File: src/hw/rtl/prf_pkg.sv
// Package for the power-of-two ring FIFO: operation codes, fixed field widths
// and the command control word passed from the front end to the back end.
// No dependencies.
package prf_pkg;

	localparam int COUNT_W         = 5;
	localparam int GRANT_W         = 5;
	localparam int SIZE_W          = 4;
	localparam int MAX_BURST       = 16;
	localparam int QUEUE_DEPTH     = 4;
	localparam logic [SIZE_W-1:0] SIZE_LOG2_RESET = 4'd10;

	typedef enum logic [1:0] {
		FUNC_WRITE   = 2'd0,
		FUNC_READ    = 2'd1,
		FUNC_DISCARD = 2'd2,
		FUNC_NOP     = 2'd3
	} func_t;

	typedef struct packed {
		logic               is_read;
		logic [GRANT_W-1:0] granted;
	} cmd_ctl_t;

endpackage

File: src/hw/rtl/prf_queue.sv
// Short command queue between the front end and the back end of the ring FIFO.
// Depends on prf_pkg for the queue depth.
module prf_queue #(
	parameter int WIDTH = 26
) (
	input  logic             clk,
	input  logic             arst_n,
	input  logic             push,
	input  logic [WIDTH-1:0] push_data,
	output logic             full,
	input  logic             pop,
	output logic             valid,
	output logic [WIDTH-1:0] head_data
);
	import prf_pkg::*;

	localparam int IW = (QUEUE_DEPTH > 1) ? $clog2(QUEUE_DEPTH) : 1;
	localparam int NW = $clog2(QUEUE_DEPTH + 1);

	logic [WIDTH-1:0] entry_q [QUEUE_DEPTH];
	logic [IW-1:0]    wr_idx_q;
	logic [IW-1:0]    rd_idx_q;
	logic [NW-1:0]    used_q;
	logic             do_push;
	logic             do_pop;

	assign full      = (used_q == NW'(QUEUE_DEPTH));
	assign valid     = (used_q != '0);
	assign head_data = entry_q[rd_idx_q];
	assign do_push   = push && !full;
	assign do_pop    = pop && valid;

	always_ff @(posedge clk or negedge arst_n) begin
		if (!arst_n) begin
			wr_idx_q <= '0;
			rd_idx_q <= '0;
			used_q   <= '0;
		end else begin
			if (do_push) begin
				wr_idx_q <= (wr_idx_q == IW'(QUEUE_DEPTH - 1)) ? '0 : wr_idx_q + 1'b1;
			end
			if (do_pop) begin
				rd_idx_q <= (rd_idx_q == IW'(QUEUE_DEPTH - 1)) ? '0 : rd_idx_q + 1'b1;
			end
			if (do_push && !do_pop) begin
				used_q <= used_q + 1'b1;
			end else if (do_pop && !do_push) begin
				used_q <= used_q - 1'b1;
			end
		end
	end

	always_ff @(posedge clk) begin
		if (do_push) begin
			entry_q[wr_idx_q] <= push_data;
		end
	end

endmodule

File: config.mk
export PLATFORM = sky130hd
export DESIGN_NAME = prf_queue
export DESIGN_NICKNAME = d
export VERILOG_FILES = /design/src/hw/rtl/prf_pkg.sv /design/src/hw/rtl/prf_queue.sv
export SDC_FILE = /design/constraint.sdc
export NUM_CORES = 1
export LEC_CHECK = 0
export ABC_AREA = 1
export ABC_CLOCK_PERIOD_IN_PS = 2250
export BUFFER_PORTS_ARGS = -buffer_cell sky130_fd_sc_hd__buf_2
export CAP_MARGIN = 20
export CORE_ASPECT_RATIO = 2
export CORE_MARGIN = 2
export CORE_UTILIZATION = 52
export CTS_BUF_LIST = sky130_fd_sc_hd__clkbuf_16
export DETAILED_ROUTE_END_ITERATION = 12
export GPL_TIMING_DRIVEN = 0
export MAX_ROUTING_LAYER = met4
export PLACE_DENSITY = 0.8
export SLEW_MARGIN = 10
export SYNTH_ARGS = -nofsm -noshare
export SYNTH_HDL_FRONTEND = slang
export SYNTH_SLANG_ARGS = --single-unit
File: constraint.sdc
create_clock -name clk -period 2.25 [get_ports clk]
set_input_delay 0.225 -clock clk [delete_from_list [all_inputs] [get_ports clk]]
set_output_delay 0.225 -clock clk [all_outputs]
set_load 0.02 [all_outputs]
==> summary.txt, run 1 <==
STA
  • Slew at the pin closest to its max-slew limit: 0.870 ns
  • Fin crit share: 0.899
  • Slew Limit Fails: 0
  • Max Freq: 494 MHz
  • RSZ-0062 raised after global routing: false
  • Slew Limit Headroom: 0.419
  • Endpoints failing setup: 0
  • Final setup TNS: 0 ns
  • Crit path time final: 2.02 ns
  • Final Skew: 0.0142 ns
  • Fin. Hold Viols: 0

Global routing
  • Grt met3 use: 0.0350
  • First-pass GRT wire length: 14000 um
  • Total track usage: 0.195
  • Met2 usage: 0.332
  • Vias in the first global route: 3035
  • Grt ovf: 0
  • Largest net degree at the start of global routing: 27
  • Antenna violations before repair: 1
  • GR Util met1: 0.199
  • Gr busiest metal: met2

Power
  • Gate power share: 0.413
  • Net Sw Frac: 0.388
  • Psw: 2.85 mW
  • Internal power: 4.49 mW
  • Flop pwr share: 0.392
  • Overall Power: 7.33 mW
  • Leak: 2.28 nW
  • Power per standard cell area: 1350 nW/um^2
  • Peak supply drop: 875 uV
  • Clock share of power: 0.195

Drt
  • Drt total wl: a little under 9000 um
  • Post-DRT Antenna Nets: 0
  • Avg WL per Cell: roughly 16 um
  • DRT Pass-1 Iters: 4
  • Vias/cell: between 5 and 6
  • Initial DRC count: 195
  • DRC Markers: 0
  • Via count: between 2k and 3k

Clocking
  • CTS tree: done
  • Clock Tree Root: clkbuf_16
  • Clock Latency Late Sink: 0.35 ns
  • Reg clk slew, reported paths: roughly 0.07 ns
  • Clk buf depth: 2
  • Cts bufs inserted: 9
  • Post-CTS Setup Inserts: 0
  • CTS H-tree lvls: 3
  • Clock Sinks: about 110

Finish
  • Layout Area Growth over Synthesis: 15.6%
  • Layout Nets: 469
  • Final Non-Filler Cells: 540
  • Share of cells above drive strength 1: 0.263

Yosys
  • Mapped Cells: 363
  • Largest area contributor in the netlist: edfxtp_1
  • FF+latch count, synth: between 100 and 150
  • Area of the mapped netlist: between 4000 and 5000 um^2
  • Register area share after synthesis: 0.702
  • Yosys Warn Count: 0
  • Synth cell types: 17
  • Synthesized area per cell: ~13 um^2
  • Top cell type's share of synthesized area: 0.665
  • Post-Syn Nets: 400
  • Synth top area cells: edfxtp_1, nand2_1, o211ai_2, inv_1, o211ai_1

Placed design
  • GPL Wtd Cong: 0.810
  • Cell count after placement: 522
  • Port-buffer cells: 57
  • Detailed placement HPWL: between 6000 and 7000 um

Critical path
  • CP max FO: 7
  • Startpoint Class: flop
  • CP Data Required Time: 2.47 ns
  • Reg-to-reg startpoint: used_q[0]
  • Critical Path AT: 2.25 ns
  • Crit. End Element: flop
  • CP startpoint: used_q[0]
  • Worst Path Class, Setup: flop to flop

Die
  • Initial Util: 0.529
  • Die Width: 71.2 um
  • Die area: 9860 um^2
  • Top Ports: 58
  • Die span in y: 138 um
  • Floorplan row count: 49
  • Core ar.: 8890 um^2

Status
  • Status: complete, no violations

Flow run
  • Max cap viols: 0

Min path
  • Worst min-delay path startpoint: push_data[11]
  • HP Class: primary input to flop
## flip-flops by register name, summed over array words and instances, names as in the netlist
signal    cells
wr_idx_q      2
rd_idx_q      2
entry_q     104
used_q        3
## cells in the mapped netlist
| master | n |
|---|---|
| buf_2 | 8 |
| buf_4 | 1 |
| buf_6 | 8 |
| dfrtp_1 | 7 |
| edfxtp_1 | 104 |
| fa_1 | 1 |
| ha_1 | 6 |
| inv_1 | 66 |
| inv_2 | 1 |
| nand2_1 | 93 |
| nand3_1 | 7 |
| nand4_1 | 1 |
| nor2_1 | 6 |
| o211ai_1 | 32 |
| o211ai_2 | 20 |
| o21ai_0 | 1 |
| xnor2_1 | 1 |
## cells by family after synthesis
| group | count (synthesis) | synth area share |
|---|---|---|
| AND/OR/NAND/NOR | 107 | 0.0879 |
| AO/OA/AOI/OAI | 53 | 0.105 |
| flip-flops | 111 | 0.702 |
| adder cells (fa/ha/maj) | 7 | 0.0202 |
| buffers and inverters | 84 | 0.0828 |
| XOR/XNOR | 1 | 0.00186 |
## per-stage QoR
stage / instance area, um^2 / hold WS [ns] / setup slack, ns / util
global placement: 5110 / 0.0663 / -0.775 / 0.575
detailed placement: 5140 / 0.0670 / 0.0905 / 0.578
finish: 5430 / 0.0931 / 0.226 / 0.611
global route: 5430 / 0.0846 / 0.0397 / 0.611
CTS: 5430 / 0.0816 / 0.0786 / 0.610
floorplan: 4700 / -0.0706 / 0.00759 / -
## layout make-up
class | instances | area, um^2
well taps | 102 | 128
clock buffers | 9 | 225
diodes | 1 | 2.50
fillers | 654 | 3460
flip-flops and latches | 111 | 3300
multi-input cells | 168 | 1040
plain buffers | 17 | 138
clock inverters | 7 | 48.8
inverters | 67 | 251
repair buffers | 58 | 295
## routing by layer
layer / share of wire / vias up
li1: - / 1382
met1: 0.35 / 1369
met2: 0.57 / 105
met3: 0.048 / 15
met4: 0.028 / 0
met5: 0 / -
## worst max-delay path, cell delays in order, from the launching register on
cell and delay [ns]:
dfrtp_1 0.43, inv_1 0.10, nand3_1 0.15, nand2_2 0.27, inv_1 0.08, ha_1 0.22, inv_1 0.09, fa_1 0.42
nand2_1 0.08, o21ai_0 0.07
## final timing paths
kind | endpoint | slack [ns] | depth (start not counted)
setup reg to reg | used_q[1] | 0.23 | 9
min in group asynchronous | used_q[1] | 0.24 | 2
setup / recovery | used_q[1] | 0.23 | 9
hold reg to reg | used_q[2] | 0.51 | 2
max in group asynchronous | wr_idx_q[1] | 1.85 | 2
hold / removal | entry_q[1][11] | 0.09 | 1
## cells in the final DEF, fill, tap and decap left out
cell and count:
buf_2 65, buf_4 1, buf_6 8, clkbuf_16 9
clkinv_2 2, clkinv_4 3, dfrtp_1 7, diode_2 1
dlygate4sd3_1 1, edfxtp_1 104, fa_1 1, ha_1 6
inv_1 67, inv_2 1, inv_6 1, nand2_1 92
nand2_2 1, nand3_1 7, nand4_1 1, nor2_1 2
nor2_4 4, o211ai_1 32, o211ai_2 20, o21ai_0 1
xnor2_1 1
## repair_timing
item | CTS | global route
setup endpoints to repair | 0 | 2
endpoints found under the hold margin | 7 | 0
hold buffers | 1 | 0
gates resized for setup | 0 | 1
## power by group through the flow
stage / combinational (mW) / sequential (mW) / clock (mW)
finish: 3.03 / 2.88 / 1.43
global route: 3.30 / 2.91 / 1.53
CTS: 3.04 / 2.88 / 1.45
detailed placement: 3.03 / 2.92 / 0
global placement: 2.89 / 2.91 / 0
floorplan: 2.09 / 2.89 / 0
(Power assumes the default switching activity.)
==> run 2: changes to the inputs <==
Settings changed: CORE_UTILIZATION 52 to 54, CTS_BUF_LIST sky130_fd_sc_hd__clkbuf_16 to sky130_fd_sc_hd__clkbuf_8, PLACE_DENSITY 0.8 to 0.83.
==> summary.txt, run 2 (same netlist as run 1, synthesis figures left out) <==
Global routing
  • Met2 usage: 0.353 (+0.0206)
  • Total track usage: 0.200 (+0.00494)
  • Gr busiest metal: met2
  • Grt met3 use: 0.0304 (-0.00459)
  • Antenna violations before repair: 1 (unchanged)
  • Vias in the first global route: 2997 (-1.3%)
  • GR Util met1: 0.201 (+0.00173)
  • Largest net degree at the start of global routing: 27 (unchanged)
  • First-pass GRT wire length: 13800 um (-1.0%)
  • Grt ovf: 0 (unchanged)

Die
  • Initial Util: 0.551 (+0.0224)
  • Top Ports: 58 (unchanged)
  • Core ar.: 8530 um^2 (-4.1%)
  • Die span in y: 136 um (-1.8%)
  • Floorplan row count: 48 (-2.0%)
  • Die area: 9510 um^2 (-3.5%)
  • Die Width: 70.0 um (-1.8%)

Critical path
  • Startpoint Class: flop
  • Worst Path Class, Setup: flop to flop
  • Critical Path AT: 2.30 ns (+0.05 ns)
  • CP max FO: 7 (unchanged)
  • CP Data Required Time: 2.51 ns (+0.04 ns)
  • Crit. End Element: flop

Power
  • Power per standard cell area: 1300 nW/um^2 (-3.7%)
  • Net Sw Frac: 0.403 (+0.0150)
  • Flop pwr share: 0.414 (+0.022)
  • Internal power: 4.14 mW (-7.8%)
  • Gate power share: 0.436 (+0.023)
  • Peak supply drop: 896 uV (+2.3%)
  • Psw: 2.79 mW (-1.8%)
  • Clock share of power: 0.149 (-0.046)
  • Overall Power: 6.94 mW (-5.4%)
  • Leak: 2.23 nW (-2.0%)

Drt
  • Vias/cell: 5.36 (+0.83%)
  • Via count: 2884 (+0.45%)
  • Initial DRC count: 179 (-8.2%)
  • DRC Markers: 0 (unchanged)
  • DRT Pass-1 Iters: 6 (+2)
  • Avg WL per Cell: 16.5 um (+0.69%)
  • Drt total wl: 8880 um (+0.32%)
  • Post-DRT Antenna Nets: 0 (unchanged)

Placed design
  • GPL Wtd Cong: 0.778 (-4.0%)
  • Cell count after placement: 520 (-0.38%)
  • Port-buffer cells: 57 (unchanged)
  • Detailed placement HPWL: 6090 um (+0.73%)
  • Placed cell area: 5140 um^2 (about the same)

Flow run
  • Max cap viols: 0 (unchanged)

STA
  • Crit path time final: 2.05 ns (+0.0243 ns)
  • Slew at the pin closest to its max-slew limit: 0.856 ns (-0.0135 ns)
  • Fin. Hold Viols: 0 (unchanged)
  • Fin crit share: 0.910 (+0.0108)
  • Endpoints failing setup: 0 (unchanged)
  • Final Skew: 0.00855 ns (-0.00568 ns)
  • Max Freq: 488 MHz (-1.2%)
  • Slew Limit Headroom: 0.428 (+0.00905)
  • Slew Limit Fails: 0 (unchanged)
  • Hold Slack: 0.0697 ns (-0.0234 ns)
  • RSZ-0062 raised after global routing: false

Finish
  • Commonest non-fill, non-tap cell in the layout: edfxtp_1
  • Largest register by flop count: entry_q
  • Layout Nets: 469 (unchanged)
  • Final Cell Area: 5330 um^2 (-1.8%)
  • Layout Area Growth over Synthesis: 13.5%
  • Share of cells above drive strength 1: 0.261 (-0.00229)
  • Commonest non-fill, non-tap cells in the layout: edfxtp_1, nand2_1, inv_1, buf_2, o211ai_1
  • Layout fillers: 627 (-4.1%)
  • Largest regs: entry_q x104, used_q x3
  • Max FFs per register: 104 (unchanged)
  • Final Non-Filler Cells: 538 (-0.37%)

Clocking
  • Cts bufs inserted: 9 (unchanged)
  • CTS tree: done
  • Reg clk slew, reported paths: 0.10 ns (+0.03 ns)
  • Clock Tree Root: clkbuf_8
  • Post-CTS Setup Inserts: 0 (unchanged)
  • Clk buf depth: 2 (unchanged)
  • Clock Latency Late Sink: 0.36 ns (about the same)
  • Clock Sinks: 111 (unchanged)
  • CTS H-tree lvls: 3 (unchanged)

Min path
  • HP Class: primary input to flop

Status
  • Status: complete, no violations
[run 2: cell count changes in the layout (fill, tap and decap cells not counted), sizes merged]
cell,delta
inv,+2
clkinvlp,+1
clkinv,-3
[run 2: power by group through the flow]
stage | registers, mW | logic, mW | clock network [mW]
final | 2.87 | 3.02 | 1.04
after global routing | 2.91 | 3.31 | 1.10
after floorplan | 2.89 | 2.09 | 0
after detailed placement | 2.92 | 3.05 | 0
after global placement | 2.91 | 2.92 | 0
after CTS | 2.88 | 3.06 | 1.05
[run 2: worst max-delay path: stages, from the launching register on]
cell,delay (ns)
dfrtp_1,0.44
inv_1,0.07
nand3_1,0.20
nand2_4,0.16
inv_1,0.10
ha_1,0.18
inv_1,0.07
fa_1,0.40
nand2_1,0.12
nand3_1,0.10
nand2_1,0.07
nand2_1,0.05
[run 2: final cells by class]
class / instances / area [um^2] / area share
well taps: 100 / 125 / 0.0235
clock inverters: 7 / 50.0 / 0.00938
repair buffers: 58 / 295 / 0.0554
plain buffers: 17 / 138 / 0.0258
multi-input cells: 168 / 1050 / 0.197
clock buffers: 9 / 124 / 0.0232
inverters: 67 / 251 / 0.0471
diodes: 1 / 2.50 / 0.000469
flip-flops and latches: 111 / 3300 / 0.618
[run 2: worst paths after layout]
| kind | end | cells past startpoint | slack (ns) | start |
|---|---|---|---|---|
| max in group asynchronous | wr_idx_q[1] | 2 | 1.86 | arst_n |
| worst min register to register | used_q[2] | 2 | 0.53 | used_q[2] |
| worst max register to register | used_q[2] | 11 | 0.20 | used_q[0] |
| worst min-delay path | entry_q[0][25] | 1 | 0.07 | push_data[25] |
| worst max-delay path | used_q[2] | 11 | 0.20 | used_q[0] |
| min in group asynchronous | used_q[0] | 2 | 0.23 | arst_n |
[run 2: what timing repair did]
action	CTS	global route
hold buffers	1	0
endpoints found under the hold margin	7	0
resized for setup	0	2
setup endpoints to repair	0	106
[run 2: stage by stage]
step                       util  TNS [ns]  setup slack, ns
after CTS                 0.624         0           0.0390
final                     0.625         0            0.202
after floorplan               -         0          0.00759
after detailed placement  0.603         0           0.0697
after global placement    0.599    -87.09           -0.852
after global routing      0.625         0           0.0347
[run 2: routing by layer]
| layer | up-vias | part of all wire |
|---|---|---|
| met5 | - | 0 |
| met4 | 0 | 0.032 |
| met3 | 18 | 0.050 |
| met2 | 90 | 0.55 |
| met1 | 1392 | 0.36 |
| li1 | 1384 | - |
==> run 3: changes to the inputs <==
==> constraint.sdc (replaced) <==
create_clock -name clk -period 2.25 [get_ports clk]
set_input_delay 0.1125 -clock clk [delete_from_list [all_inputs] [get_ports clk]]
set_output_delay 0.1125 -clock clk [all_outputs]
set_load 0.02 [all_outputs]
==> summary.txt, run 3 (same netlist as run 1, synthesis figures left out) <==
Critical path
  • Crit. End Element: flop
  • CP max FO: 7 (unchanged)
  • CP Data Required Time: 2.50 ns (about the same)
  • Worst Path Class, Setup: flop to flop
  • Startpoint Class: flop
  • Critical Path AT: 2.31 ns (about the same)

Placed design
  • GPL Wtd Cong: 0.778 (unchanged)
  • Detailed placement HPWL: 6090 um (unchanged)
  • Cell count after placement: 520 (unchanged)
  • Dpl ws: 0.0697 ns (unchanged)
  • Port-buffer cells: 57 (unchanged)
  • Placed cell area: 5140 um^2 (unchanged)

Finish
  • Commonest non-fill, non-tap cells in the layout: edfxtp_1, nand2_1, inv_1, buf_2, o211ai_1
  • Final Cell Area: 5600 um^2 (+5.0%)
  • Largest register by flop count: entry_q
  • Layout Area Growth over Synthesis: 19.2%
  • Final Non-Filler Cells: 564 (+4.8%)
  • Share of cells above drive strength 1: 0.246 (-0.0152)
  • N_diodes: 0 (-1)
  • Max FFs per register: 104 (unchanged)
  • Largest regs: entry_q x104, used_q x3
  • Commonest non-fill, non-tap cell in the layout: edfxtp_1
  • Layout Nets: 496 (+5.8%)

Drt
  • M1 wire length: 3360 um (+4.3%)
  • DRC Markers: 0 (unchanged)
  • Initial DRC count: 180 (+0.56%)
  • Vias/cell: 5.33 (-0.54%)
  • Wire length on met2: 5360 um (+8.8%)
  • Post-DRT Antenna Nets: 0 (unchanged)
  • DR WL met3: 468 um (+4.7%)
  • Top sig layer: met4
  • Avg WL per Cell: 16.7 um (+0.85%)
  • DRT Pass-1 Iters: 7 (+1)
  • Via count: 3007 (+4.3%)
  • Drt total wl: 9390 um (+5.7%)

STA
  • Max Freq: 487 MHz (-0.28%)
  • Final worst slack: 0.196 ns (-0.00577 ns)
  • Slew Limit Headroom: 0.421 (-0.00717)
  • Fin. Hold Viols: 0 (unchanged)
  • Fin crit share: 0.913 (+0.00257)
  • Final Skew: 0.00803 ns (-0.000513 ns)
  • Endpoints failing setup: 0 (unchanged)
  • Slew at the pin closest to its max-slew limit: 0.867 ns (+0.0107 ns)
  • Final setup TNS: 0 ns (unchanged)
  • Slew Limit Fails: 0 (unchanged)
  • Crit path time final: 2.05 ns (+0.00577 ns)
  • RSZ-0062 raised after global routing: false

Die
  • Die area: 9510 um^2 (unchanged)
  • Core ar.: 8530 um^2 (unchanged)
  • Die Width: 70.0 um (unchanged)
  • Initial Util: 0.551 (unchanged)
  • Floorplan row count: 48 (unchanged)
  • Die span in y: 136 um (unchanged)
  • Top Ports: 58 (unchanged)

Clocking
  • Clock Latency Late Sink: 0.35 ns (about the same)
  • CTS tree: done
  • Reg clk slew, reported paths: 0.09 ns (about the same)
  • Post-CTS Setup Inserts: 0 (unchanged)
  • Clk buf depth: 2 (unchanged)
  • Clock Tree Root: clkbuf_8
  • CTS H-tree lvls: 3 (unchanged)
  • Clock Sinks: 111 (unchanged)
  • Cts bufs inserted: 9 (unchanged)

Global routing
  • First-pass GRT wire length: 14600 um (+5.6%)
  • Largest net degree at the start of global routing: 27 (unchanged)
  • Vias in the first global route: 3185 (+6.3%)
  • Grt ovf: 0 (unchanged)
  • Antenna violations before repair: 0 (-1)
  • Total track usage: 0.211 (+0.0113)

Status
  • Status: complete, no violations

Power
  • Leak: 2.34 nW (+5.1%)
  • Power per standard cell area: 1250 nW/um^2 (-3.7%)
  • Peak supply drop: 913 uV (+1.9%)

Min path
  • HP Class: primary input to flop

Flow run
  • Max cap viols: 0 (unchanged)
[run 3: final timing paths]
path,start,endpoint,slack [ns],cells after the start
setup reg to reg,used_q[0],used_q[2],0.20,11
setup / recovery,used_q[0],used_q[2],0.20,11
min in group asynchronous,arst_n,used_q[0],0.12,2
max in group asynchronous,arst_n,wr_idx_q[1],1.97,2
hold / removal,push,wr_idx_q[0],0.05,3
hold reg to reg,used_q[2],used_q[2],0.52,2
[run 3: repair_timing]
item / in CTS / in global routing
endpoints found under the hold margin: 112 / 0
resized for setup: 0 / 2
setup endpoints to repair: 0 / 106
hold buffers: 28 / 0
[run 3: worst max-delay path: stages, from the launching register on]
cell and delay [ns]:
dfrtp_1 0.44, inv_1 0.07, nand3_1 0.19, nand2_4 0.16
inv_1 0.10, ha_1 0.18, inv_1 0.07, fa_1 0.40
nand2_1 0.12, nand3_1 0.10, nand2_1 0.07, nand2_1 0.04
[run 3: per-stage QoR]
step	hold WS, ns	total power [mW]	util
2_1_floorplan	-0.183	4.98	-
3_3_place_gp	-0.0510	5.83	0.599
3_5_place_dp	-0.0410	5.97	0.603
4_1_cts	0.00882	7.02	0.656
5_1_grt	0.0531	7.38	0.657
6_report	0.0494	7.01	0.657
[run 3: per-layer routing]
metal  global-route usage  vias up
met5                    -        -
met4                0.151        0
met3               0.0319       15
met2                0.375      111
met1                0.206     1450
li1                     -     1431
[run 3: area by class of cell]
class / count / area [um^2]
flip-flops and latches: 111 / 3300
well taps: 100 / 125
clock inverters: 7 / 50.0
repair buffers: 85 / 566
inverters: 67 / 251
fillers: 604 / 2930
plain buffers: 17 / 138
clock buffers: 9 / 124
multi-input cells: 168 / 1050
[run 3: power breakdown]
group | switching (mW) | leakage, nW | internal (mW) | total (mW)
clock network | 0.625 | 0.0928 | 0.407 | 1.03
registers | 0.150 | 1.04 | 2.73 | 2.88
logic | 2.07 | 1.21 | 1.04 | 3.10
