### src/hw/rtl/prf_pkg.sv
// Package for the power-of-two ring FIFO: operation codes, fixed field widths
// and the command control word passed from the front end to the back end.
// No dependencies.
package prf_pkg;

	localparam int COUNT_W         = 5;
	localparam int GRANT_W         = 5;
	localparam int SIZE_W          = 4;
	localparam int MAX_BURST       = 16;
	localparam int QUEUE_DEPTH     = 4;
	localparam logic [SIZE_W-1:0] SIZE_LOG2_RESET = 4'd10;

	typedef enum logic [1:0] {
		FUNC_WRITE   = 2'd0,
		FUNC_READ    = 2'd1,
		FUNC_DISCARD = 2'd2,
		FUNC_NOP     = 2'd3
	} func_t;

	typedef struct packed {
		logic               is_read;
		logic [GRANT_W-1:0] granted;
	} cmd_ctl_t;

endpackage

### src/hw/rtl/prf_front.sv
// Front end of the ring FIFO: size register, pointers, item acceptance,
// clamping of counts and command generation. Depends on prf_pkg.
module prf_front #(
	parameter int PW = 10,
	parameter int EW = 32
) (
	input  logic                         clk,
	input  logic                         arst_n,
	input  logic                         in_valid,
	output logic                         in_ready,
	input  logic [1:0]                   func,
	input  logic [EW-1:0]                write_data,
	input  logic [prf_pkg::COUNT_W-1:0]  count,
	input  logic                         cfg_wr_en,
	input  logic [prf_pkg::SIZE_W-1:0]   cfg_wr_data,
	input  logic                         q_full,
	input  logic                         rd_done,
	output logic                         cmd_push,
	output prf_pkg::cmd_ctl_t            cmd_ctl,
	output logic [PW-1:0]                cmd_fill,
	output logic [PW-1:0]                cmd_ptr,
	output logic [PW-1:0]                ring_mask,
	output logic                         mem_we,
	output logic [PW-1:0]                mem_waddr,
	output logic [EW-1:0]                mem_wdata
);
	import prf_pkg::*;

	localparam int CW     = (PW > GRANT_W) ? PW : GRANT_W;
	localparam int PEND_W = $clog2(QUEUE_DEPTH + 2);

	logic [SIZE_W-1:0]  size_q;
	logic [PW-1:0]      rp_q;
	logic [PW-1:0]      wp_q;
	logic [PEND_W-1:0]  pend_q;

	logic [PW-1:0]      rp_m;
	logic [PW-1:0]      wp_m;
	logic [PW-1:0]      fill;
	logic [GRANT_W-1:0] req;
	logic [CW-1:0]      fill_c;
	logic [CW-1:0]      req_c;
	logic [CW-1:0]      n_c;
	logic [PW-1:0]      n_p;
	logic               full;
	logic               is_write;
	logic               accept;
	logic [PW-1:0]      rp_nx;
	logic [PW-1:0]      wp_nx;
	logic [PW-1:0]      fill_nx;
	logic [GRANT_W-1:0] grant;
	logic               is_read;

	always_comb begin
		for (int i = 0; i < PW; i++) begin
			ring_mask[i] = (i == 0) || (int'(size_q) > i);
		end
	end

	assign rp_m   = rp_q & ring_mask;
	assign wp_m   = wp_q & ring_mask;
	assign fill   = (wp_m - rp_m) & ring_mask;
	assign full   = (fill == ring_mask);
	assign req    = (count > COUNT_W'(MAX_BURST)) ? GRANT_W'(MAX_BURST) : GRANT_W'(count);
	assign fill_c = CW'(fill);
	assign req_c  = CW'(req);
	assign n_c    = (req_c < fill_c) ? req_c : fill_c;
	assign n_p    = PW'(n_c);

	always_comb begin
		rp_nx    = rp_m;
		wp_nx    = wp_m;
		fill_nx  = fill;
		grant    = '0;
		is_read  = 1'b0;
		is_write = 1'b0;
		case (func_t'(func))
			FUNC_WRITE: begin
				is_write = 1'b1;
				if (!full) begin
					wp_nx   = (wp_m + 1'b1) & ring_mask;
					fill_nx = fill + 1'b1;
					grant   = GRANT_W'(1);
				end
			end
			FUNC_READ: begin
				rp_nx   = (rp_m + n_p) & ring_mask;
				fill_nx = fill - n_p;
				grant   = GRANT_W'(n_c);
				is_read = (n_c != '0);
			end
			FUNC_DISCARD: begin
				rp_nx   = (rp_m + n_p) & ring_mask;
				fill_nx = fill - n_p;
				grant   = GRANT_W'(n_c);
			end
			default: begin
				grant = '0;
			end
		endcase
	end

	// hold writes while a read burst may still fetch slots behind the pointer
	assign in_ready = !q_full && !(is_write && (pend_q != '0));
	assign accept   = in_valid && in_ready;

	assign cmd_push        = accept;
	assign cmd_ctl.is_read = is_read;
	assign cmd_ctl.granted = grant;
	assign cmd_fill        = fill_nx;
	assign cmd_ptr         = rp_m;

	assign mem_we    = accept && is_write && !full;
	assign mem_waddr = wp_m;
	assign mem_wdata = write_data;

	always_ff @(posedge clk or negedge arst_n) begin
		if (!arst_n) begin
			size_q <= SIZE_LOG2_RESET;
			rp_q   <= '0;
			wp_q   <= '0;
			pend_q <= '0;
		end else begin
			if (cfg_wr_en) begin
				size_q <= cfg_wr_data;
				rp_q   <= '0;
				wp_q   <= '0;
			end else if (accept) begin
				rp_q <= rp_nx;
				wp_q <= wp_nx;
			end
			if ((accept && is_read) && !rd_done) begin
				pend_q <= pend_q + 1'b1;
			end else if (rd_done && !(accept && is_read)) begin
				pend_q <= pend_q - 1'b1;
			end
		end
	end

endmodule

### config.mk
export PLATFORM = sky130hd
export DESIGN_NAME = prf_front
export DESIGN_NICKNAME = d
export VERILOG_FILES = /design/src/hw/rtl/prf_pkg.sv /design/src/hw/rtl/prf_front.sv
export SDC_FILE = /design/constraint.sdc
export NUM_CORES = 1
export LEC_CHECK = 0
export BUFFER_PORTS_ARGS = -buffer_cell sky130_fd_sc_hd__buf_2
export CORE_UTILIZATION = 57
export DETAILED_ROUTE_END_ITERATION = 10
export PLACE_DENSITY = 0.95
export REMOVE_ABC_BUFFERS = 1
export SLEW_MARGIN = 25
export SYNTH_ARGS = -nofsm -noshare
export SYNTH_HDL_FRONTEND = slang
export SYNTH_SLANG_ARGS = --single-unit
### constraint.sdc
create_clock -name clk -period 7.97 [get_ports clk]
set_clock_uncertainty 0.1 [all_clocks]
set_input_delay 0 -clock clk [delete_from_list [all_inputs] [get_ports clk]]
set_output_delay 0 -clock clk [all_outputs]
set_load 0.01 [all_outputs]
==> results of run 1 <==
## cell families after synthesis
logic type | count (synthesis)
AO/OA/AOI/OAI | 122
XOR/XNOR | 18
adder cells (fa/ha/maj) | 37
buffers and inverters | 107
flip-flops | 27
multiplexers | 21
other | 2
AND/OR/NAND/NOR | 185
## worst reg2reg max path: stages, from the launching register on
cell	delay, ns
dfstp_2	0.77
nor2_4	0.10
inv_2	0.18
nor2_2	0.09
inv_2	0.13
and2_1	0.21
inv_1	0.08
fa_1	0.44
nand2b_1	0.23
a21oi_1	0.18
xnor2_1	0.10
nor2b_1	0.43
inv_1	0.15
ha_1	0.34
o2111ai_4	0.38
mux2i_1	0.36
inv_1	0.17
ha_1	0.30
a21o_1	0.16
a21oi_1	0.22
nor2b_1	0.08
o21a_1	0.19
o41a_1	0.35
a41oi_1	0.26
mux2i_1	0.21
a21oi_1	0.09
## power by group
group	switching (uW)	leakage, uW	total (uW)	internal, uW
logic	183	0.00179	318	136
registers	15.2	0.000358	165	149
clock network	52.9	0.0000217	88.7	35.9
## how the worst max path moves through the flow
stage | from | to | slack [ns] | cells past startpoint
floorplan | size_q[3] | rp_q[9] | 2.35 | 25
global route | size_q[3] | cmd_fill[8] | 0.84 | 25
CTS | size_q[3] | cmd_fill[8] | 1.28 | 25
finish | size_q[3] | cmd_fill[8] | 1.16 | 25
global placement | size_q[3] | cmd_fill[8] | 1.82 | 25
detailed placement | size_q[3] | cmd_fill[8] | 1.64 | 25
## final cells by class
type	instances	area, sq um	share of cell area [%]
Timing Repair Buffer	101	690.7	15.47
Antenna cell	1	2.502	0.05604
Clock buffer	3	41.29	0.9246
Inverter	42	157.7	3.530
Sequential cell	27	678.2	15.19
Tap cell	96	120.1	2.690
Clock inverter	1	7.507	0.1681
Multi-Input combinational cell	388	2768	61.98
## registers in the layout, summed over array words and instances, names as in the netlist
signal and count:
rp_q 10, wp_q 10, size_q 4, pend_q 3
## synth_stat cells (all sizes together), types with 5 or more instances
library cell / instances
a21o: 6
a21oi: 29
a31oi: 5
a32oi: 6
and2: 15
buf: 42
clkbuf: 23
dfrtp: 25
ha: 33
inv: 42
mux2: 9
mux2i: 12
nand2: 36
nand2b: 12
nand3: 18
nor2: 41
nor2b: 11
nor3: 20
o211ai: 7
o21a: 6
o21ai: 23
xnor2: 13
xor2: 5
## through the flow
step / hold WS (ns) / utilization (%) / power [uW] / cells
after global placement: -0.09993 / 59.45 / 443.6 / 617
final: 0.03323 / 65.73 / 571.9 / 659
after global routing: 0.07034 / 65.69 / 603.0 / 658
after detailed placement: -0.09993 / 59.45 / 450.9 / 617
after CTS: 0.04235 / 65.62 / 559.9 / 658
after floorplan: -0.3956 / - / 370.1 / 457
## layer usage
| layer | vias up | wire length (microns) | GRT usage, % |
|---|---|---|---|
| li1 | 1897 | - | - |
| met1 | 2034 | 5590 | 51.67 |
| met2 | 346 | 6021 | 55.64 |
| met3 | 72 | 1549 | 7.026 |
| met4 | 0 | 700 | 16.36 |
| met5 | - | 0 | 0 |
==> run summary, run 1 <==
========================================================================================================
TritonCTS clock tree ......................................................................        built
Relative slew margins .....................................................................       45.74%
Number of warnings issued by yosys ........................................................            0
Site Rows .................................................................................           30
I/O pin total .............................................................................          130
Mapped Area ............................................................................... 0.003990 sq mm
Via count of the routed design ............................................................         4349
Number of storage elements in the synthesis netlist .......................................           27
Depth of the worst register-to-register path ..............................................           25
Largest family of logic cells by synthesized area ......................................... simple AND/OR/NAND/NOR gates
Compound-Gate Fraction of Synth Area ......................................................       21.89%
WL per Instance ........................................................................... 21.03 microns
CTS Buffer Depth ..........................................................................            2
DRC violation count after routing .........................................................            0
Time the final worst path needs with I/O delays and setup .................................     6.812 ns
Proportion of netlist area held by the largest area contributor ...........................       15.68%
Post-CTS clock slew at the launch and capture registers of the worst setup and hold paths .      0.11 ns
Arr. time, crit path ......................................................................      6.71 ns
Final count of pins violating max slew ....................................................            0
Leading cell types in the layout, fill and taps excluded .................................. 64 x buf_2, 39 x nor2_1, 39 x inv_1, 37 x dlygate4sd3_1, 35 x nand2_1
Die Area .................................................................................. 0.007338 sq mm
Remaining antenna violation count after routing ...........................................            0
CP Max Fanout .............................................................................           18
Mux cell area share after synthesis .......................................................       5.644%
Number of synthesized flops with an enable pin ............................................            0
Number of nets in the layout ..............................................................          649
Launch instance of the worst min-delay path ...............................................      rd_done
Sum Neg Setup Slack .......................................................................         0 ns
Pwr dens .................................................................................. 128.1 mW/mm^2
Worst setup slack before clock tree synthesis .............................................     1.635 ns
Startpoint type of the worst setup path ...................................................    flip-flop
Total iterations of the first detailed-routing run ........................................            5
Critical Path End Type ....................................................................   output pin
Leading post-synthesis cells by cell area ................................................. dfrtp_1 16%, ha_1 10%, buf_4 7.0%
Seq/Total Area, Yosys .....................................................................       17.00%
Unrepaired setup endpoints after global routing ...........................................        false
Worst path max stage delay ................................................................      0.77 ns
Most frequent standard cell in the layout excluding fill and tap cells ....................        buf_2
Count of mapped cells out of synthesis ....................................................          519
Post-cts sizing count .....................................................................            0
Post-DP HPWL ..............................................................................     9.621 mm
Actual slew at the worst max-slew pin .....................................................    0.8139 ns
First-pass GRT wire length ................................................................     20.87 mm
Tcrit/Tclk final ..........................................................................       85.47%
Vias in the first global route ............................................................         3865
Instance count along the most critical hold path ..........................................            4
H-tree Lvls ...............................................................................            1
Dominant delay contributor by cell family on the critical path ............................ compound AO/OA/AOI/OAI gates
Number of hold violations in the final report .............................................            0
Global-route usage over all layers ........................................................       37.03%
Max Cap Viol ..............................................................................            0
Final RePlAce weighted congestion .........................................................       0.9983
Status .................................................................................... complete, no violations
Post-CTS Hold Fix Bufs ....................................................................           37
DR iter-0 viols ...........................................................................          475
Core area ................................................................................. 0.006794 sq mm
Post-detailed-routing wire length .........................................................     13.86 mm
Clk root buf ..............................................................................     clkbuf_8
Count of buffers from port buffering ......................................................           64
Critical setup path kind .................................................................. flip-flop to output pin
Fmax ......................................................................................    146.8 MHz
Total gr overflow .........................................................................            0
Simple-gate portion of the synthesized area ...............................................       24.93%
Layout cell share with drive strength beyond 1 ............................................       17.26%
Count of buffering cells on the critical path with inverters included .....................            5
Register-to-Register Setup Slack ..........................................................      1.58 ns
Worst Hold End ............................................................................    pend_q[0]
Source-to-sink clock delay at the later pin of the worst-skew pair ........................      0.30 ns
Data required time at the worst endpoint ..................................................      7.87 ns
Cell area after layout .................................................................... 0.004466 sq mm
Die Span X ................................................................................ 85.67 microns
Post-CTS Setup Inserts ....................................................................            0
Mean post-synth cell area .................................................................  7.688 sq um
Worst hold-check path type ................................................................ input port to flip-flop
Initial antenna violation count ...........................................................            0
Top FF cell, synth ........................................................................      dfrtp_1
Number of clock sinks .....................................................................           27
Count of unique library cells instantiated by Yosys .......................................           74
R2r endpoint ..............................................................................      rp_q[9]
Starting Density ..........................................................................       58.73%
Total CTS buffers .........................................................................            3
Setup violation total in the final timing report ..........................................            0
Synth area leader .........................................................................      dfrtp_1
Critical register-to-register path startpoint .............................................    size_q[3]
Max VDD drop ..............................................................................   0.09722 mV
Static leakage ............................................................................  0.002166 uW
Pin count of the biggest net entering global routing ......................................           28
Synth-to-Final Area Change ................................................................       11.92%
XOR/XNOR share of the synthesized area ....................................................       3.951%
Proportion of register bits with asynchronous set or reset after synthesis ................       100.0%
Synthesized-area fraction occupied by adder cells .........................................       12.35%
Count of fill cells added during filler insertion .........................................          564
DP Area ................................................................................... 0.004039 sq mm
Highest-delay cell along the critical path ................................................      dfstp_2
Detailed-route vias per instance ..........................................................        6.599
Worst Setup Slack, final ..................................................................     1.158 ns
Vert. Die Dim ............................................................................. 85.67 microns
========================================================================================================
No activity file was read; power rests on OpenSTA's default activity.
==> run 2, diff against run 1 <==
CORE_ASPECT_RATIO = 0.9   (was default)
SLEW_MARGIN = default   (was 25)
==> run summary, run 2 (synthesis gave the netlist of run 1 again) <==
========================================================================================================
Die Area .................................................................................. 0.007339 sq mm   was 0.007338 sq mm
Sum Neg Setup Slack .......................................................................         0 ns   unchanged
Unrepaired setup endpoints after global routing ...........................................        false   unchanged
Fmax ......................................................................................    147.7 MHz   was 146.8 MHz
Critical Path End Type ....................................................................   output pin   unchanged
Register-to-Register Setup Slack ..........................................................      1.38 ns   was 1.58 ns
DP Area ................................................................................... 0.004039 sq mm   unchanged
Tcrit/Tclk final ..........................................................................       84.93%   was 85.47%
Pwr dens .................................................................................. 127.5 mW/mm^2   was 128.1 mW/mm^2
Layout cell share with drive strength beyond 1 ............................................       17.23%   was 17.26%
Relative slew margins .....................................................................       25.32%   was 45.74%
CTS Buffer Depth ..........................................................................            2   unchanged
Max VDD drop ..............................................................................    0.1231 mV   was 0.09722 mV
Status .................................................................................... complete, no violations   unchanged
Post-DP HPWL ..............................................................................     9.634 mm   was 9.621 mm
Core area ................................................................................. 0.006656 sq mm   was 0.006794 sq mm
Vert. Die Dim ............................................................................. 81.38 microns   was 85.67 microns
Initial antenna violation count ...........................................................            1   was 0
I/O pin total .............................................................................          130   unchanged
Pin count of the biggest net entering global routing ......................................           28   unchanged
Total gr overflow .........................................................................            0   unchanged
Source-to-sink clock delay at the later pin of the worst-skew pair ........................      0.28 ns   was 0.30 ns
Startpoint type of the worst setup path ...................................................    flip-flop   unchanged
Arr. time, crit path ......................................................................      6.67 ns   was 6.71 ns
Site Rows .................................................................................           28   was 30
Critical register-to-register path startpoint .............................................    size_q[3]   unchanged
Launch instance of the worst min-delay path ...............................................      rd_done   unchanged
Total CTS buffers .........................................................................            3   unchanged
Total iterations of the first detailed-routing run ........................................            6   was 5
Post-detailed-routing wire length .........................................................     13.70 mm   was 13.86 mm
Cell area after layout .................................................................... 0.004458 sq mm   was 0.004466 sq mm
DR iter-0 viols ...........................................................................          607   was 475
Antenna diode count .......................................................................            0   was 1
Number of clock sinks .....................................................................           27   unchanged
Data required time at the worst endpoint ..................................................      7.87 ns   about the same
Final count of pins violating max slew ....................................................            0   unchanged
Critical setup path kind .................................................................. flip-flop to output pin   unchanged
Instance count along the most critical hold path ..........................................            4   unchanged
First-pass GRT wire length ................................................................     21.47 mm   was 20.87 mm
Post-CTS clock slew at the launch and capture registers of the worst setup and hold paths .      0.11 ns   about the same
Depth of the worst register-to-register path ..............................................           24   was 25
Utilization of the core after routing .....................................................       66.97%   was 65.73%
Vias in the first global route ............................................................         4026   was 3865
Synth-to-Final Area Change ................................................................       11.73%   was 11.92%
Via count of the routed design ............................................................         4376   was 4349
Clk root buf ..............................................................................     clkbuf_8   unchanged
Detailed-route vias per instance ..........................................................        6.701   was 6.599
CP Max Fanout .............................................................................           18   unchanged
Die Span X ................................................................................ 90.19 microns   was 85.67 microns
R2r endpoint ..............................................................................      rp_q[7]   was rp_q[9]
Setup violation total in the final timing report ..........................................            0   unchanged
Global-route usage over all layers ........................................................       37.26%   was 37.03%
Most frequent standard cell in the layout excluding fill and tap cells ....................        buf_2   unchanged
Static leakage ............................................................................  0.002170 uW   was 0.002166 uW
Post-cts sizing count .....................................................................            0   unchanged
Count of buffers from port buffering ......................................................           64   unchanged
Number of hold violations in the final report .............................................            0   unchanged
WL per Instance ........................................................................... 20.98 microns   was 21.03 microns
Number of nets in the layout ..............................................................          650   was 649
Final RePlAce weighted congestion .........................................................       0.9631   was 0.9983
Remaining antenna violation count after routing ...........................................            0   unchanged
TritonCTS clock tree ......................................................................        built   unchanged
Tightest hold margin ......................................................................   0.05472 ns   was 0.03323 ns
DRC violation count after routing .........................................................            0   unchanged
Worst hold-check path type ................................................................ input port to flip-flop   unchanged
H-tree Lvls ...............................................................................            1   unchanged
Max Cap Viol ..............................................................................            0   unchanged
Starting Density ..........................................................................       59.94%   was 58.73%
Leading cell types in the layout, fill and taps excluded .................................. 64 x buf_2, 39 x nor2_1, 39 x inv_1, 37 x dlygate4sd3_1, 35 x nand2_1   unchanged
Time the final worst path needs with I/O delays and setup .................................     6.769 ns   was 6.812 ns
Actual slew at the worst max-slew pin .....................................................     1.112 ns   was 0.8139 ns
Biggest regs .............................................................................. rp_q x10, wp_q x10, size_q x4   unchanged
Worst Hold End ............................................................................    pend_q[0]   unchanged
========================================================================================================
==> run 2: cell types whose count changed in the layout (fill, tap and decap cells not counted), sizes merged <==
cell and delta:
buf +1, diode -1
==> run 2: layout make-up <==
class	count	area, sq um
Clock buffer	3	41.29
Clock inverter	1	7.507
Fill cell	543	2198
Inverter	42	157.7
Multi-Input combinational cell	388	2763
Sequential cell	27	678.2
Tap cell	90	112.6
Timing Repair Buffer	102	698.2
==> run 2: per-stage QoR <==
stage          total power (uW)  std cells  setup WS [ns]
2_1_floorplan             370.1        457          2.347
3_3_place_gp              442.4        612          1.854
3_5_place_dp              452.9        612          1.678
4_1_cts                   557.9        653          1.387
5_1_grt                   599.8        653         0.7057
6_report                  568.6        653          1.201
==> run 2: worst max path at each step <==
stage | to | slack, ns | from
global placement | rp_q[9] | 1.85 | size_q[3]
floorplan | rp_q[9] | 2.35 | size_q[3]
CTS | cmd_fill[8] | 1.39 | size_q[3]
global route | cmd_fill[7] | 0.71 | size_q[3]
detailed placement | rp_q[9] | 1.68 | size_q[3]
finish | cmd_fill[8] | 1.20 | size_q[3]
==> run 2: repair_timing <==
item / in CTS / in global routing
endpoints found under the hold margin: 61 / 0
buffers inserted: 0 / 0
hold buffers: 37 / 0
==> run 2: power by group <==
part           switching, uW  internal (uW)
Sequential              15.5            149
Combinational            184            136
Clock                   48.3           35.6
==> run 2: layer usage <==
layer / global-route usage (%) / vias up / part of all wire, %
li1: - / 1902 / -
met1: 49.49 / 2011 / 39
met2: 59.54 / 381 / 43
met3: 8.146 / 80 / 13
met4: 14.52 / 2 / 4.7
met5: 0 / - / 0.10
==> run 2: worst max-delay path, cell delays in order (launching register included) <==
cell and delay [ns]:
dfstp_2 0.80, nor2_4 0.09, inv_2 0.16, nor2_2 0.07, inv_2 0.14, and2_1 0.26, inv_1 0.09, fa_1 0.43
nand2b_1 0.21, a21oi_1 0.20, xnor2_1 0.11, nor2b_1 0.43, inv_1 0.13, ha_1 0.34, o2111ai_4 0.35, mux2i_1 0.37
ha_1 0.31, nor2b_1 0.15, o21ai_0 0.14, nand2b_1 0.11, a21o_1 0.20, a2111oi_0 0.44, mux2_2 0.40, a22oi_1 0.17
nand3_1 0.11, buf_2 0.16
==> run 3, diff against run 2 <==
CORE_UTILIZATION = 53   (was 57)
PLACE_DENSITY = 0.92   (was 0.95)
clock period = 6.89 ns   (was 7.97 ns; I/O delays follow)
==> run summary, run 3 (synthesis gave the netlist of run 1 again) <==
========================================================================================================
Status .................................................................................... complete, no violations   unchanged
Starting Density ..........................................................................       55.54%   was 59.94%
Setup violation total in the final timing report ..........................................            0   unchanged
Post-detailed-routing wire length .........................................................     13.99 mm   was 13.70 mm
Site Rows .................................................................................           29   was 28
Psw .......................................................................................     293.1 uW   was 247.4 uW
Fraction of power consumed by the clock network ...........................................        14.7%   about the same
Layout cell share with drive strength beyond 1 ............................................       18.02%   was 17.23%
I/O pin total .............................................................................          130   unchanged
Time the final worst path needs with I/O delays and setup .................................     6.517 ns
Max Cap Viol ..............................................................................            0   unchanged
Die Span X ................................................................................ 93.46 microns   was 90.19 microns
CP Max Fanout .............................................................................           18   unchanged
Combinational share of power ..............................................................        56.6%   was 56.3%
Via count of the routed design ............................................................         4419   was 4376
Global-route usage over all layers ........................................................       35.31%   was 37.26%
Static leakage ............................................................................  0.002193 uW   was 0.002170 uW
Synth-to-Final Area Change ................................................................       12.79%   was 11.73%
TritonCTS clock tree ......................................................................        built   unchanged
Relative slew margins .....................................................................       47.77%   was 25.32%
Die Area .................................................................................. 0.007880 sq mm   was 0.007339 sq mm
Worst hold-check path type ................................................................ input port to flip-flop   unchanged
Pin count of the biggest net entering global routing ......................................           28   unchanged
DRC violation count after routing .........................................................            0   unchanged
WL per Instance ........................................................................... 21.22 microns   was 20.98 microns
Data required time at the worst endpoint ..................................................      6.79 ns   was 7.87 ns
Antenna diode count .......................................................................            0   unchanged
Initial antenna violation count ...........................................................            0   was 1
Leading cell types in the layout, fill and taps excluded .................................. 64 x buf_2, 39 x nor2_1, 39 x inv_1, 37 x dlygate4sd3_1, 35 x nand2_1   unchanged
Remaining antenna violation count after routing ...........................................            0   unchanged
Critical setup path kind .................................................................. flip-flop to output pin   unchanged
Core area ................................................................................. 0.007184 sq mm   was 0.006656 sq mm
Number of nets in the layout ..............................................................          653   was 650
Source-to-sink clock delay at the later pin of the worst-skew pair ........................      0.28 ns   about the same
Tcrit/Tclk final ..........................................................................       94.58%
Total CTS buffers .........................................................................            3   unchanged
Pwr dens .................................................................................. 148.5 mW/mm^2   was 127.5 mW/mm^2
Count of buffers from port buffering ......................................................           64   unchanged
Vert. Die Dim ............................................................................. 84.32 microns   was 81.38 microns
Actual slew at the worst max-slew pin .....................................................    0.7835 ns   was 1.112 ns
Utilization of the core after routing .....................................................       62.64%   was 66.97%
Total gr overflow .........................................................................            0   unchanged
CTS Buffer Depth ..........................................................................            2   unchanged
DR iter-0 viols ...........................................................................          676   was 607
Critical Path End Type ....................................................................   output pin   unchanged
Final RePlAce weighted congestion .........................................................       0.9168   was 0.9631
Depth of the worst register-to-register path ..............................................           25   was 24
Final count of pins violating max slew ....................................................            0   unchanged
Detailed-route vias per instance ..........................................................        6.706   was 6.701
Design internal power .....................................................................     375.3 uW   was 321.2 uW
First-pass GRT wire length ................................................................     21.67 mm   was 21.47 mm
Number of hold violations in the final report .............................................            0   unchanged
Sequential share of power .................................................................        28.8%   was 29.0%
Most frequent standard cell in the layout excluding fill and tap cells ....................        buf_2   unchanged
Vias in the first global route ............................................................         4108   was 4026
Unrepaired setup endpoints after global routing ...........................................        false   unchanged
Instance count along the most critical hold path ..........................................            4   unchanged
Startpoint type of the worst setup path ...................................................    flip-flop   unchanged
Clk root buf ..............................................................................     clkbuf_8   unchanged
Post-CTS clock slew at the launch and capture registers of the worst setup and hold paths .      0.10 ns   was 0.11 ns
Total iterations of the first detailed-routing run ........................................            8   was 6
Switching Fraction ........................................................................       43.85%   was 43.51%
H-tree Lvls ...............................................................................            1   unchanged
Post-DP HPWL ..............................................................................     9.676 mm   was 9.634 mm
Biggest regs .............................................................................. rp_q x10, wp_q x10, size_q x4   unchanged
Fmax ......................................................................................    153.5 MHz
Arr. time, crit path ......................................................................      6.42 ns   was 6.67 ns
Max VDD drop ..............................................................................   0.09740 mV   was 0.1231 mV
Number of clock sinks .....................................................................           27   unchanged
Post-CTS Setup Inserts ....................................................................            0   unchanged
Sum Neg Setup Slack .......................................................................         0 ns   unchanged
========================================================================================================
## run 3: changes by cell type in the layout (fill, tap and decap cells not counted), sizes merged
cell,before,now
buf,65,68
## run 3: per-layer routing
layer / wire length, microns / GRT usage (%) / vias up
li1: - / - / 1900
met3: 1690 / 7.065 / 84
met5: 0 / 0 / -
met4: 613 / 11.89 / 0
met2: 6087 / 54.41 / 379
met1: 5594 / 49.24 / 2056
## run 3: final timing paths
kind | startpoint | endpoint | slack, ns
worst max-delay path | size_q[3] | cmd_fill[8] | 0.37
worst min-delay path | rd_done | pend_q[0] | 0.04
worst max register to register | size_q[3] | rp_q[8] | 0.64
worst min register to register | pend_q[2] | pend_q[2] | 0.38
max in group asynchronous | arst_n | pend_q[0] | 6.12
min in group asynchronous | arst_n | wp_q[0] | 0.15
## run 3: worst max-delay path, stage by stage (launching register included)
cell and delay [ns]:
dfstp_4 0.76, nor2_4 0.07, inv_2 0.14, nor2_2 0.06, inv_2 0.13, and2_1 0.25
inv_1 0.09, fa_1 0.42, nand2b_1 0.20, a21oi_1 0.23, o21a_1 0.18, nor3_1 0.05
buf_4 0.19, a2111oi_4 0.43, o2111ai_4 0.29, mux2i_1 0.41, ha_1 0.32, nor2b_1 0.15
o21ai_0 0.18, nand2b_1 0.12, a21o_1 0.23, a2111oi_0 0.38, mux2_2 0.39, a22oi_1 0.14
nand3_1 0.11, buf_2 0.16
## run 3: cell type report
cell class                 instances  area [sq um]
multi-input combinational        388          2775
fill                             590          2684
timing repair buffer             105         720.7
sequential                        27         681.9
inverter                          42         157.7
tap                               93         116.4
clock buffer                       3         41.29
clock inverter                     1         7.507
## run 3: through the flow
stage | total power (uW) | setup WS, ns | area [sq um] | instances | hold WS, ns
final | 668.5 | 0.3732 | 4501 | 659 | 0.04187
after global routing | 703.4 | 0.07038 | 4501 | 659 | 0.08672
after CTS | 650.5 | 0.3276 | 4484 | 659 | 0.05018
after detailed placement | 531.6 | 0.6460 | 4065 | 618 | -0.09989
after global placement | 518.2 | 0.8986 | 4065 | 618 | -0.09989
after floorplan | 428.2 | 1.267 | 3598 | 457 | -0.3956
## run 3: power by group through the flow
stage,clock network [uW],logic (uW),registers (uW)
after global routing,101,409,193
final,98.0,378,192
after CTS,95.2,365,190
after floorplan,0,239,190
after global placement,0,327,192
after detailed placement,0,338,193
## run 3: timing repair
action                                  in CTS  in global routing
hold buffers                                37                  0
gates resized for setup                      0                  4
endpoints found under the setup margin       0                  4
hold endpoints to repair                    61                  0
